==> src/hw/rtl/assert_macros.svh <==
`ifndef ASSERT_MACROS_SVH
`define ASSERT_MACROS_SVH

// Checks a property on every rising clock edge outside of reset.
`define BOLE_ASSERT(name, prop, msg) \
  name: assert property (@(posedge clk) disable iff (rst) (prop)) else $error(msg);

// Checks that the consequent holds in the same cycle as the antecedent.
`define BOLE_ASSERT_IMP(name, ante, cons, msg) \
  name: assert property (@(posedge clk) disable iff (rst) (ante) |-> (cons)) else $error(msg);

`endif

==> src/hw/rtl/bole_pkg.sv <==
`timescale 1ns / 1ps

package bole_pkg;

  // Default sizes of the list.
  localparam int DEPTH_DEFAULT     = 64;
  localparam int ITEM_BITS_DEFAULT = 32;

  // Field widths of the request and response items.
  localparam int OP_W  = 3;
  localparam int POS_W = 6;
  localparam int VAL_W = 32;
  localparam int LEN_W = 7;
  localparam int ST_W  = 2;

  // Request codes.
  localparam logic [OP_W-1:0] OP_PUSH        = 3'd0;
  localparam logic [OP_W-1:0] OP_POP         = 3'd1;
  localparam logic [OP_W-1:0] OP_INSERT      = 3'd2;
  localparam logic [OP_W-1:0] OP_ERASE_ONE   = 3'd3;
  localparam logic [OP_W-1:0] OP_ERASE_RANGE = 3'd4;
  localparam logic [OP_W-1:0] OP_READ        = 3'd5;
  localparam logic [OP_W-1:0] OP_WRITE       = 3'd6;
  localparam logic [OP_W-1:0] OP_CLEAR       = 3'd7;

  // Status codes.
  localparam logic [ST_W-1:0] ST_OK    = 2'd0;
  localparam logic [ST_W-1:0] ST_RANGE = 2'd1;
  localparam logic [ST_W-1:0] ST_FULL  = 2'd2;
  localparam logic [ST_W-1:0] ST_EMPTY = 2'd3;

  // Result handed from the sequencer to the output stage.
  typedef struct packed {
    logic [VAL_W-1:0] read_value;
    logic [LEN_W-1:0] length_after;
    logic [ST_W-1:0]  status;
  } result_t;

endpackage

==> src/hw/rtl/bole_req_if.sv <==
`timescale 1ns / 1ps

interface bole_req_if import bole_pkg::*; ();
  logic             valid;
  logic             ready;
  logic [OP_W-1:0]  req_type;
  logic [POS_W-1:0] position;
  logic [POS_W-1:0] end_position;
  logic [VAL_W-1:0] item_value;

  modport source (output valid, req_type, position, end_position, item_value, input ready);
  modport sink (input valid, req_type, position, end_position, item_value, output ready);
endinterface

==> src/hw/rtl/bole_rsp_if.sv <==
`timescale 1ns / 1ps

interface bole_rsp_if import bole_pkg::*; ();
  logic             valid;
  logic             ready;
  logic [VAL_W-1:0] read_value;
  logic [LEN_W-1:0] length_after;
  logic [ST_W-1:0]  status;

  modport source (output valid, read_value, length_after, status, input ready);
  modport sink (input valid, read_value, length_after, status, output ready);
endinterface

==> src/hw/rtl/bounded_ordered_list_engine_top.sv <==
`timescale 1ns / 1ps
// Push, write, clear, errors and inserts or erases that move nothing go straight to the
// finish state; pop and read pass through a RAM read wait, erases that move items through
// the shift state, and inserts that move items through the shift and put states.
// Items are moved one per cycle through the list RAM.
// A new request is taken in the cycle after the previous response enters the output slot.
// Synchronous active-high reset empties the list; stored items are not cleared.

module bounded_ordered_list_engine_top import bole_pkg::*; #(
  parameter int DEPTH     = DEPTH_DEFAULT,
  parameter int ITEM_BITS = ITEM_BITS_DEFAULT
) (
  input  logic       clk,
  input  logic       rst,
  bole_req_if.sink   req,
  bole_rsp_if.source rsp
);

  localparam int AW = $clog2(DEPTH);

  logic                 mem_we;
  logic [AW-1:0]        mem_waddr;
  logic [ITEM_BITS-1:0] mem_wdata;
  logic                 mem_re;
  logic [AW-1:0]        mem_raddr;
  logic [ITEM_BITS-1:0] mem_rdata;
  logic                 res_valid;
  logic                 res_ready;
  result_t              res;

  bole_seq #(
    .DEPTH     (DEPTH),
    .ITEM_BITS (ITEM_BITS)
  ) u_seq (
    .clk       (clk),
    .rst       (rst),
    .req       (req),
    .mem_we    (mem_we),
    .mem_waddr (mem_waddr),
    .mem_wdata (mem_wdata),
    .mem_re    (mem_re),
    .mem_raddr (mem_raddr),
    .mem_rdata (mem_rdata),
    .res_valid (res_valid),
    .res_ready (res_ready),
    .res       (res)
  );

  bole_ram #(
    .WIDTH (ITEM_BITS),
    .DEPTH (DEPTH)
  ) u_ram (
    .clk   (clk),
    .we    (mem_we),
    .waddr (mem_waddr),
    .wdata (mem_wdata),
    .re    (mem_re),
    .raddr (mem_raddr),
    .rdata (mem_rdata)
  );

  bole_out u_out (
    .clk       (clk),
    .rst       (rst),
    .res_valid (res_valid),
    .res_ready (res_ready),
    .res       (res),
    .rsp       (rsp)
  );

endmodule

==> src/hw/rtl/bole_ram.sv <==
`timescale 1ns / 1ps

module bole_ram #(
  parameter int WIDTH = 32,
  parameter int DEPTH = 64
) (
  input  logic                     clk,
  input  logic                     we,
  input  logic [$clog2(DEPTH)-1:0] waddr,
  input  logic [WIDTH-1:0]         wdata,
  input  logic                     re,
  input  logic [$clog2(DEPTH)-1:0] raddr,
  output logic [WIDTH-1:0]         rdata
);

  logic [WIDTH-1:0] mem [DEPTH];

  // One write port and one registered read port.
  always_ff @(posedge clk) begin
    if (we) begin
      mem[waddr] <= wdata;
    end
    if (re) begin
      rdata <= mem[raddr];
    end
  end

endmodule

==> src/hw/rtl/bole_seq.sv <==
`timescale 1ns / 1ps
`include "assert_macros.svh"

module bole_seq import bole_pkg::*; #(
  parameter int DEPTH     = DEPTH_DEFAULT,
  parameter int ITEM_BITS = ITEM_BITS_DEFAULT
) (
  input  logic                     clk,
  input  logic                     rst,
  bole_req_if.sink                 req,
  output logic                     mem_we,
  output logic [$clog2(DEPTH)-1:0] mem_waddr,
  output logic [ITEM_BITS-1:0]     mem_wdata,
  output logic                     mem_re,
  output logic [$clog2(DEPTH)-1:0] mem_raddr,
  input  logic [ITEM_BITS-1:0]     mem_rdata,
  output logic                     res_valid,
  input  logic                     res_ready,
  output result_t                  res
);

  localparam int AW = $clog2(DEPTH);
  localparam int CW = $clog2(DEPTH + 1);
  localparam int XW = (CW > POS_W + 1) ? CW : POS_W + 1;

  localparam logic [2:0] S_IDLE   = 3'd0;
  localparam logic [2:0] S_RDWAIT = 3'd1;
  localparam logic [2:0] S_SHIFT  = 3'd2;
  localparam logic [2:0] S_PUT    = 3'd3;
  localparam logic [2:0] S_FINISH = 3'd4;

  logic [2:0]           state;
  logic [CW-1:0]        count;
  logic [AW-1:0]        pos_r;
  logic [ITEM_BITS-1:0] val_r;
  logic [AW-1:0]        src;
  logic [AW-1:0]        dst;
  logic [AW-1:0]        pend_dst;
  logic [CW-1:0]        rem;
  logic                 pend;
  logic                 shift_up;
  logic                 put;
  logic [VAL_W-1:0]     rd_value;
  logic [ST_W-1:0]      status;

  logic [XW-1:0]        pos_x;
  logic [XW-1:0]        last_x;
  logic [XW-1:0]        cnt_x;
  logic [XW-1:0]        depth_x;
  logic [ITEM_BITS-1:0] item;

  // Widened views of the request fields for the range checks.
  always_comb begin
    pos_x   = XW'(req.position);
    cnt_x   = XW'(count);
    depth_x = XW'(DEPTH);
    item    = ITEM_BITS'(req.item_value);
    if (req.req_type == OP_ERASE_ONE) begin
      last_x = XW'(req.position);
    end else begin
      last_x = XW'(req.end_position);
    end
  end

  assign req.ready = (state == S_IDLE);

  // Memory port: direct accesses on accept, moves during a shift, the new item's write in S_PUT.
  always_comb begin
    mem_we    = 1'b0;
    mem_waddr = pend_dst;
    mem_wdata = mem_rdata;
    mem_re    = 1'b0;
    mem_raddr = src;
    case (state)
      S_IDLE: begin
        if (req.valid) begin
          case (req.req_type)
            OP_PUSH: begin
              if (cnt_x < depth_x) begin
                mem_we    = 1'b1;
                mem_waddr = AW'(count);
                mem_wdata = item;
              end
            end
            OP_POP: begin
              if (count != '0) begin
                mem_re    = 1'b1;
                mem_raddr = AW'(cnt_x - XW'(1));
              end
            end
            OP_READ: begin
              if (pos_x < cnt_x) begin
                mem_re    = 1'b1;
                mem_raddr = AW'(req.position);
              end
            end
            OP_WRITE: begin
              if (pos_x < cnt_x) begin
                mem_we    = 1'b1;
                mem_waddr = AW'(req.position);
                mem_wdata = item;
              end
            end
            OP_INSERT: begin
              // Insert at the tail needs no shift.
              if (pos_x == cnt_x && cnt_x < depth_x) begin
                mem_we    = 1'b1;
                mem_waddr = AW'(req.position);
                mem_wdata = item;
              end
            end
            default: begin
            end
          endcase
        end
      end
      S_SHIFT: begin
        mem_we = pend;
        mem_re = (rem != '0);
      end
      S_PUT: begin
        mem_we    = 1'b1;
        mem_waddr = pos_r;
        mem_wdata = val_r;
      end
      default: begin
      end
    endcase
  end

  // Request sequencer.
  always_ff @(posedge clk) begin
    if (rst) begin
      state <= S_IDLE;
      count <= '0;
      pend  <= 1'b0;
    end else begin
      case (state)
        S_IDLE: begin
          if (req.valid) begin
            rd_value <= '0;
            status   <= ST_OK;
            state    <= S_FINISH;
            pos_r    <= AW'(req.position);
            val_r    <= item;
            pend     <= 1'b0;
            case (req.req_type)
              OP_PUSH: begin
                if (cnt_x >= depth_x) begin
                  status <= ST_FULL;
                end else begin
                  count <= CW'(cnt_x + XW'(1));
                end
              end
              OP_POP: begin
                if (count == '0) begin
                  status <= ST_EMPTY;
                end else begin
                  count <= CW'(cnt_x - XW'(1));
                  state <= S_RDWAIT;
                end
              end
              OP_INSERT: begin
                if (pos_x > cnt_x) begin
                  status <= ST_RANGE;
                end else if (cnt_x >= depth_x) begin
                  status <= ST_FULL;
                end else begin
                  count <= CW'(cnt_x + XW'(1));
                  if (pos_x != cnt_x) begin
                    // Move the tail up one place, highest entry first.
                    state    <= S_SHIFT;
                    src      <= AW'(cnt_x - XW'(1));
                    dst      <= AW'(count);
                    rem      <= CW'(cnt_x - pos_x);
                    shift_up <= 1'b1;
                    put      <= 1'b1;
                  end
                end
              end
              OP_ERASE_ONE, OP_ERASE_RANGE: begin
                if (pos_x >= cnt_x || last_x >= cnt_x) begin
                  status <= ST_RANGE;
                end else if (pos_x <= last_x) begin
                  count <= CW'(cnt_x - (last_x - pos_x + XW'(1)));
                  if (last_x + XW'(1) != cnt_x) begin
                    // Move the tail down over the gap, lowest entry first.
                    state    <= S_SHIFT;
                    src      <= AW'(last_x + XW'(1));
                    dst      <= AW'(req.position);
                    rem      <= CW'(cnt_x - last_x - XW'(1));
                    shift_up <= 1'b0;
                    put      <= 1'b0;
                  end
                end
              end
              OP_READ: begin
                if (pos_x >= cnt_x) begin
                  status <= ST_RANGE;
                end else begin
                  state <= S_RDWAIT;
                end
              end
              OP_WRITE: begin
                if (pos_x >= cnt_x) begin
                  status <= ST_RANGE;
                end
              end
              default: begin
                count <= '0;
              end
            endcase
          end
        end
        S_RDWAIT: begin
          rd_value <= VAL_W'(mem_rdata);
          state    <= S_FINISH;
        end
        S_SHIFT: begin
          // Each read lands in the next cycle as a write to its destination.
          pend <= (rem != '0);
          if (rem != '0) begin
            pend_dst <= dst;
            rem      <= rem - CW'(1);
            if (shift_up) begin
              src <= src - AW'(1);
              dst <= dst - AW'(1);
            end else begin
              src <= src + AW'(1);
              dst <= dst + AW'(1);
            end
          end else if (put) begin
            state <= S_PUT;
          end else begin
            state <= S_FINISH;
          end
        end
        S_PUT: begin
          state <= S_FINISH;
        end
        S_FINISH: begin
          if (res_ready) begin
            state <= S_IDLE;
          end
        end
        default: begin
          state <= S_IDLE;
        end
      endcase
    end
  end

  assign res_valid        = (state == S_FINISH);
  assign res.read_value   = rd_value;
  assign res.length_after = LEN_W'(count);
  assign res.status       = status;

  `BOLE_ASSERT(count_bound, XW'(count) <= XW'(DEPTH), "item count above list depth")
  `BOLE_ASSERT_IMP(no_rw_clash, mem_we && mem_re, mem_waddr != mem_raddr, "read and write of one entry")
  `BOLE_ASSERT_IMP(pend_in_shift, pend, state == S_SHIFT, "pending move outside a shift")

endmodule

==> src/hw/rtl/bole_out.sv <==
`timescale 1ns / 1ps

module bole_out import bole_pkg::*; (
  input  logic     clk,
  input  logic     rst,
  input  logic     res_valid,
  output logic     res_ready,
  input  result_t  res,
  bole_rsp_if.source rsp
);

  logic    out_valid;
  result_t out_data;

  // The slot takes a new result when empty or when its item leaves this cycle.
  assign res_ready = !out_valid || rsp.ready;

  always_ff @(posedge clk) begin
    if (rst) begin
      out_valid <= 1'b0;
    end else if (res_ready) begin
      out_valid <= res_valid;
    end
  end

  always_ff @(posedge clk) begin
    if (res_ready && res_valid) begin
      out_data <= res;
    end
  end

  assign rsp.valid        = out_valid;
  assign rsp.read_value   = out_data.read_value;
  assign rsp.length_after = out_data.length_after;
  assign rsp.status       = out_data.status;

endmodule

==> src/flat_wrapper.sv <==
// flat-port wrapper written by rule: the top's interface ports become plain ports
module bounded_ordered_list_engine_top_flat import bole_pkg::*;
#(
  parameter int DEPTH     = DEPTH_DEFAULT,
  parameter int ITEM_BITS = ITEM_BITS_DEFAULT
)
  (clk, rst, req_valid, req_req_type, req_position, req_end_position, req_item_value, req_ready, rsp_valid, rsp_read_value, rsp_length_after, rsp_status, rsp_ready);
  bole_req_if req_i ();
  bole_rsp_if rsp_i ();
  input  logic clk;
  input  logic rst;
  input wire logic [$bits(req_i.valid)-1:0] req_valid;
  input wire logic [$bits(req_i.req_type)-1:0] req_req_type;
  input wire logic [$bits(req_i.position)-1:0] req_position;
  input wire logic [$bits(req_i.end_position)-1:0] req_end_position;
  input wire logic [$bits(req_i.item_value)-1:0] req_item_value;
  output wire logic [$bits(req_i.ready)-1:0] req_ready;
  output wire logic [$bits(rsp_i.valid)-1:0] rsp_valid;
  output wire logic [$bits(rsp_i.read_value)-1:0] rsp_read_value;
  output wire logic [$bits(rsp_i.length_after)-1:0] rsp_length_after;
  output wire logic [$bits(rsp_i.status)-1:0] rsp_status;
  input wire logic [$bits(rsp_i.ready)-1:0] rsp_ready;
  assign req_i.valid = req_valid;
  assign req_i.req_type = req_req_type;
  assign req_i.position = req_position;
  assign req_i.end_position = req_end_position;
  assign req_i.item_value = req_item_value;
  assign req_ready = req_i.ready;
  assign rsp_valid = rsp_i.valid;
  assign rsp_read_value = rsp_i.read_value;
  assign rsp_length_after = rsp_i.length_after;
  assign rsp_status = rsp_i.status;
  assign rsp_i.ready = rsp_ready;
  bounded_ordered_list_engine_top #(.DEPTH(DEPTH), .ITEM_BITS(ITEM_BITS)) u_core (.clk(clk), .rst(rst), .req(req_i), .rsp(rsp_i));
endmodule
==> config.mk <==
export PLATFORM = sky130hd
export DESIGN_NAME = bounded_ordered_list_engine_top_flat
export DESIGN_NICKNAME = d
export VERILOG_FILES = /design/src/hw/rtl/bole_pkg.sv /design/src/hw/rtl/bole_req_if.sv /design/src/hw/rtl/bole_rsp_if.sv /design/src/hw/rtl/bounded_ordered_list_engine_top.sv /design/src/hw/rtl/bole_ram.sv /design/src/hw/rtl/bole_seq.sv /design/src/hw/rtl/bole_out.sv /design/src/flat_wrapper.sv
export VERILOG_INCLUDE_DIRS = /design/src /design/src/hw/rtl
export SDC_FILE = /design/constraint.sdc
export NUM_CORES = 2
export LEC_CHECK = 0
export BUFFER_PORTS_ARGS = -buffer_cell sky130_fd_sc_hd__buf_2
export CAP_MARGIN = 25
export CORE_UTILIZATION = 45
export CTS_BUF_LIST = sky130_fd_sc_hd__clkbuf_8
export CTS_CLUSTER_DIAMETER = 120
export DETAILED_ROUTE_END_ITERATION = 16
export PLACE_DENSITY = 0.59
export SLEW_MARGIN = 20
export SYNTH_ARGS = -nofsm -noshare
export SYNTH_HDL_FRONTEND = slang
export SYNTH_HIERARCHICAL = 1
export SYNTH_SLANG_ARGS = --single-unit
==> constraint.sdc <==
create_clock -name clk -period 11.45 [get_ports clk]
set_clock_uncertainty 0.1 [all_clocks]
set_input_delay 1.145 -clock clk [delete_from_list [all_inputs] [get_ports clk]]
set_output_delay 1.145 -clock clk [all_outputs]
set_load 0.1 [all_outputs]
==> run summary <==
Multi-input gate area = 21100 sq um
Port Buffers = 93
Final Cell Area = 99700 sq um
Die area = 199000 sq um
Worst slew pin tran = 1180 ps
Wire per inst = 32.2 microns
Worst Min Path Start = req_item_value[4]
Routed WL = 247000 microns
Finish-stage setup viols = 0
Fill cell count = 15644
Synth area leader = edfxtp_1
Worst-path maximum fanout = 52
Post-Synthesis Cell Area = 88800 sq um
Via count = 46863
Starting Density = 0.454
R2R cell count = 17
Hold depth = 1
Grt total ovfl = 0
CTS Buf Count = 367
Status = complete, no violations
Layout area overhead = 12.3%
CTS tree = yes
Setup CP Type = reg -> reg
Fin. max-slew vios = 0
Class of the worst hold path = in -> reg
Seq/Total Area, Yosys = 0.753
Hpwl dp = 140000 microns
Post-synthesis async set-or-reset flop share = 0
Main synth FF type = edfxtp_1
# rows = 162
Power per Cell Area = 173 nW/um^2
Vias in the first global route = 46272
Final core occ = 0.510
Max Cap Violations = 0
# IOs = 94
EDFF count, synth = 2219
Antenna Nets Post-Route = 0
Routability congestion estimate = 0.893
Startpoint types = flip-flop
Root buffer cell = clkbuf_8
Commonest non-fill, non-tap cell in the layout = edfxtp_1
H-tree Lvls = 5
Number of synthesis warnings = 6
Minimum clock period = 7170 ps
Register area = 66900 sq um
Top-area cell type share of the netlist area = 0.750
Peak VDD IR = 99.3 uV
Synth area leaders = edfxtp_1 75%, mux4_2 11%, mux2i_1 2.2%
R2R Setup Slk = 4280 ps
Initial DRC Count = 5611
Final TNS setup = 0 ps
Post-CTS setup buffers = 0
Post-cts gate resize count = 0
Antenna violations before repair = 22
Vias per cell = 6.11
# clock sinks = 2231
R2R Path End = u_core/u_ram/rdata[13]
Syn Nets = 4526
Maximum clock path buffer count = 4
Mapped Cells = 4427
Syn avg cell area = 20.1 sq um
Critical Path Sink Type = flip-flop
#FFs+latches synth = 2231
Die height = 446 microns
Post-DP Area = 93300 sq um
CP Launch Point = u_core/u_seq/cnt_x[0]
Tcrit/Tclk final = 0.627
Static Leakage = 32.1 nW
Achievable Freq = 0.139 GHz
First-pass GRT wire length = 347000 microns
Hold Path End = u_core/u_seq/val_r[4]
Reg-to-Reg Start = u_core/u_seq/cnt_x[0]
Clk_lat worst skew = 1060 ps
Core Region = 195000 sq um
CTS Hold Bufs = 0
Final hold vios = 0
Drt drc = 0
Distinct cell type count after synthesis = 89
Die X-Extent = 446 microns
RSZ-0062 raised after global routing = false
Final net count = 4892
Share of cells above drive strength 1 = 0.262
Slew HR = 0.212
Most frequent cells in the layout = 2219 x edfxtp_1, 446 x mux4_2, 372 x clkbuf_8
Clock-pin transition on the worst setup and hold timing paths = 70 ps
Maximum number of pins on one net before global-route repair = 120
GR Util All Layers = 0.248
DRT Pass-1 Iters = 6
Crit path arrival time = 7860 ps
CP required = 12140 ps
[state kept, by name, summed over array words and instances (netlist names)]
name and cells:
u_core/u_ram/mem 2048, u_core/u_out/rsp.read_value 32, u_core/u_ram/rdata 32, u_core/u_seq/rd_value 32
u_core/u_seq/val_r 32, u_core/u_out/rsp.length_after 7, u_core/u_seq/cnt_x 7, u_core/u_seq/rem 7
u_core/u_seq/dst 6, u_core/u_seq/pend_dst 6, u_core/u_seq/pos_r 6, u_core/u_seq/src 6
u_core/u_seq/state 3, u_core/u_out/rsp.status 2, u_core/u_seq/status 2, u_core/u_out/rsp.valid 1
u_core/u_seq/pend 1, u_core/u_seq/put 1
[worst max-delay path, cell delays in order (launching register included)]
cell and delay (ps):
dfxtp_1 700, inv_1 290, ha_1 380, nand4_1 80
or3_1 520, nand2_1 140, a21o_1 620, nand2_1 110
a21oi_1 190, o21ai_0 160, a21oi_4 600, buf_4 610
buf_4 720, mux4_2 430, mux2i_1 140, a211o_1 280
o21ai_0 460, and3_1 310
[cell families (layout without fill, tap and decap cells)]
logic type,after synthesis,count (layout),synth area share
AND/OR/NAND/NOR,472,472,0.0264
flip-flops,2231,2231,0.753
XOR/XNOR,46,46,0.00454
other,0,6,0
buffers and inverters,315,924,0.0197
multiplexers,642,642,0.135
AO/OA/AOI/OAI,673,673,0.0535
adder cells (fa/ha/maj),48,48,0.00744
[cell usage after synthesis, types with 16 or more instances]
library cell / count
edfxtp_1: 2219
mux4_2: 446
mux2i_1: 192
a22oi_1: 164
nor2_1: 137
clkbuf_1: 113
a21oi_1: 111
nand2_1: 100
buf_2: 69
nand3_1: 63
o21ai_0: 57
o22ai_1: 51
inv_1: 41
o21ai_1: 41
ha_1: 40
and2_1: 39
buf_6: 35
a211oi_1: 32
o221a_2: 32
xnor2_1: 30
a31oi_1: 29
buf_4: 29
nor2b_1: 24
o211ai_1: 23
nor3_1: 21
o221ai_1: 20
a22o_1: 16
xor2_1: 16
[power by group]
part	switching, mW	internal [mW]	total, mW
Sequential	0.0284	9.35	9.38
Clock	3.07	3.17	6.24
Combinational	1.23	0.417	1.65
Total	4.32	12.9	17.3
[routing by layer]
layer,vias up,routed length (microns),track usage
li1,19217,-,-
met1,24898,102000,0.354
met2,2389,116000,0.388
met3,353,22100,0.0491
met4,6,6640,0.0737
met5,-,34,0
[through the flow]
stage	total power [mW]	hold slack, ps	instances	setup WS [ps]
after detailed placement	11.2	305	7044	3740
after CTS	17.4	57.3	7656	4230
after global routing	17.8	96.1	7665	3970
after global placement	11.1	302	7042	3640
final	17.3	170	7666	4280
after floorplan	10.5	300	4427	5260
[final cells by class]
cell class                      count  share of cell area
Antenna cell                        6            0.000151
Clock buffer                      372              0.0514
Clock inverter                    240              0.0119
Inverter                           47             0.00179
Multi-Input combinational cell   1881               0.212
Sequential cell                  2231               0.671
Tap cell                         2624              0.0329
Timing Repair Buffer              265              0.0190
[how the worst max path moves through the flow]
stage | cells past startpoint | endpoint
global placement | 18 | u_core/u_ram/rdata[19]
global route | 17 | u_core/u_ram/rdata[13]
CTS | 17 | u_core/u_ram/rdata[13]
finish | 17 | u_core/u_ram/rdata[13]
floorplan | 16 | u_core/u_ram/mem[28][0]
detailed placement | 18 | u_core/u_ram/rdata[13]
Note: power is estimated with default switching activity, not from simulation.
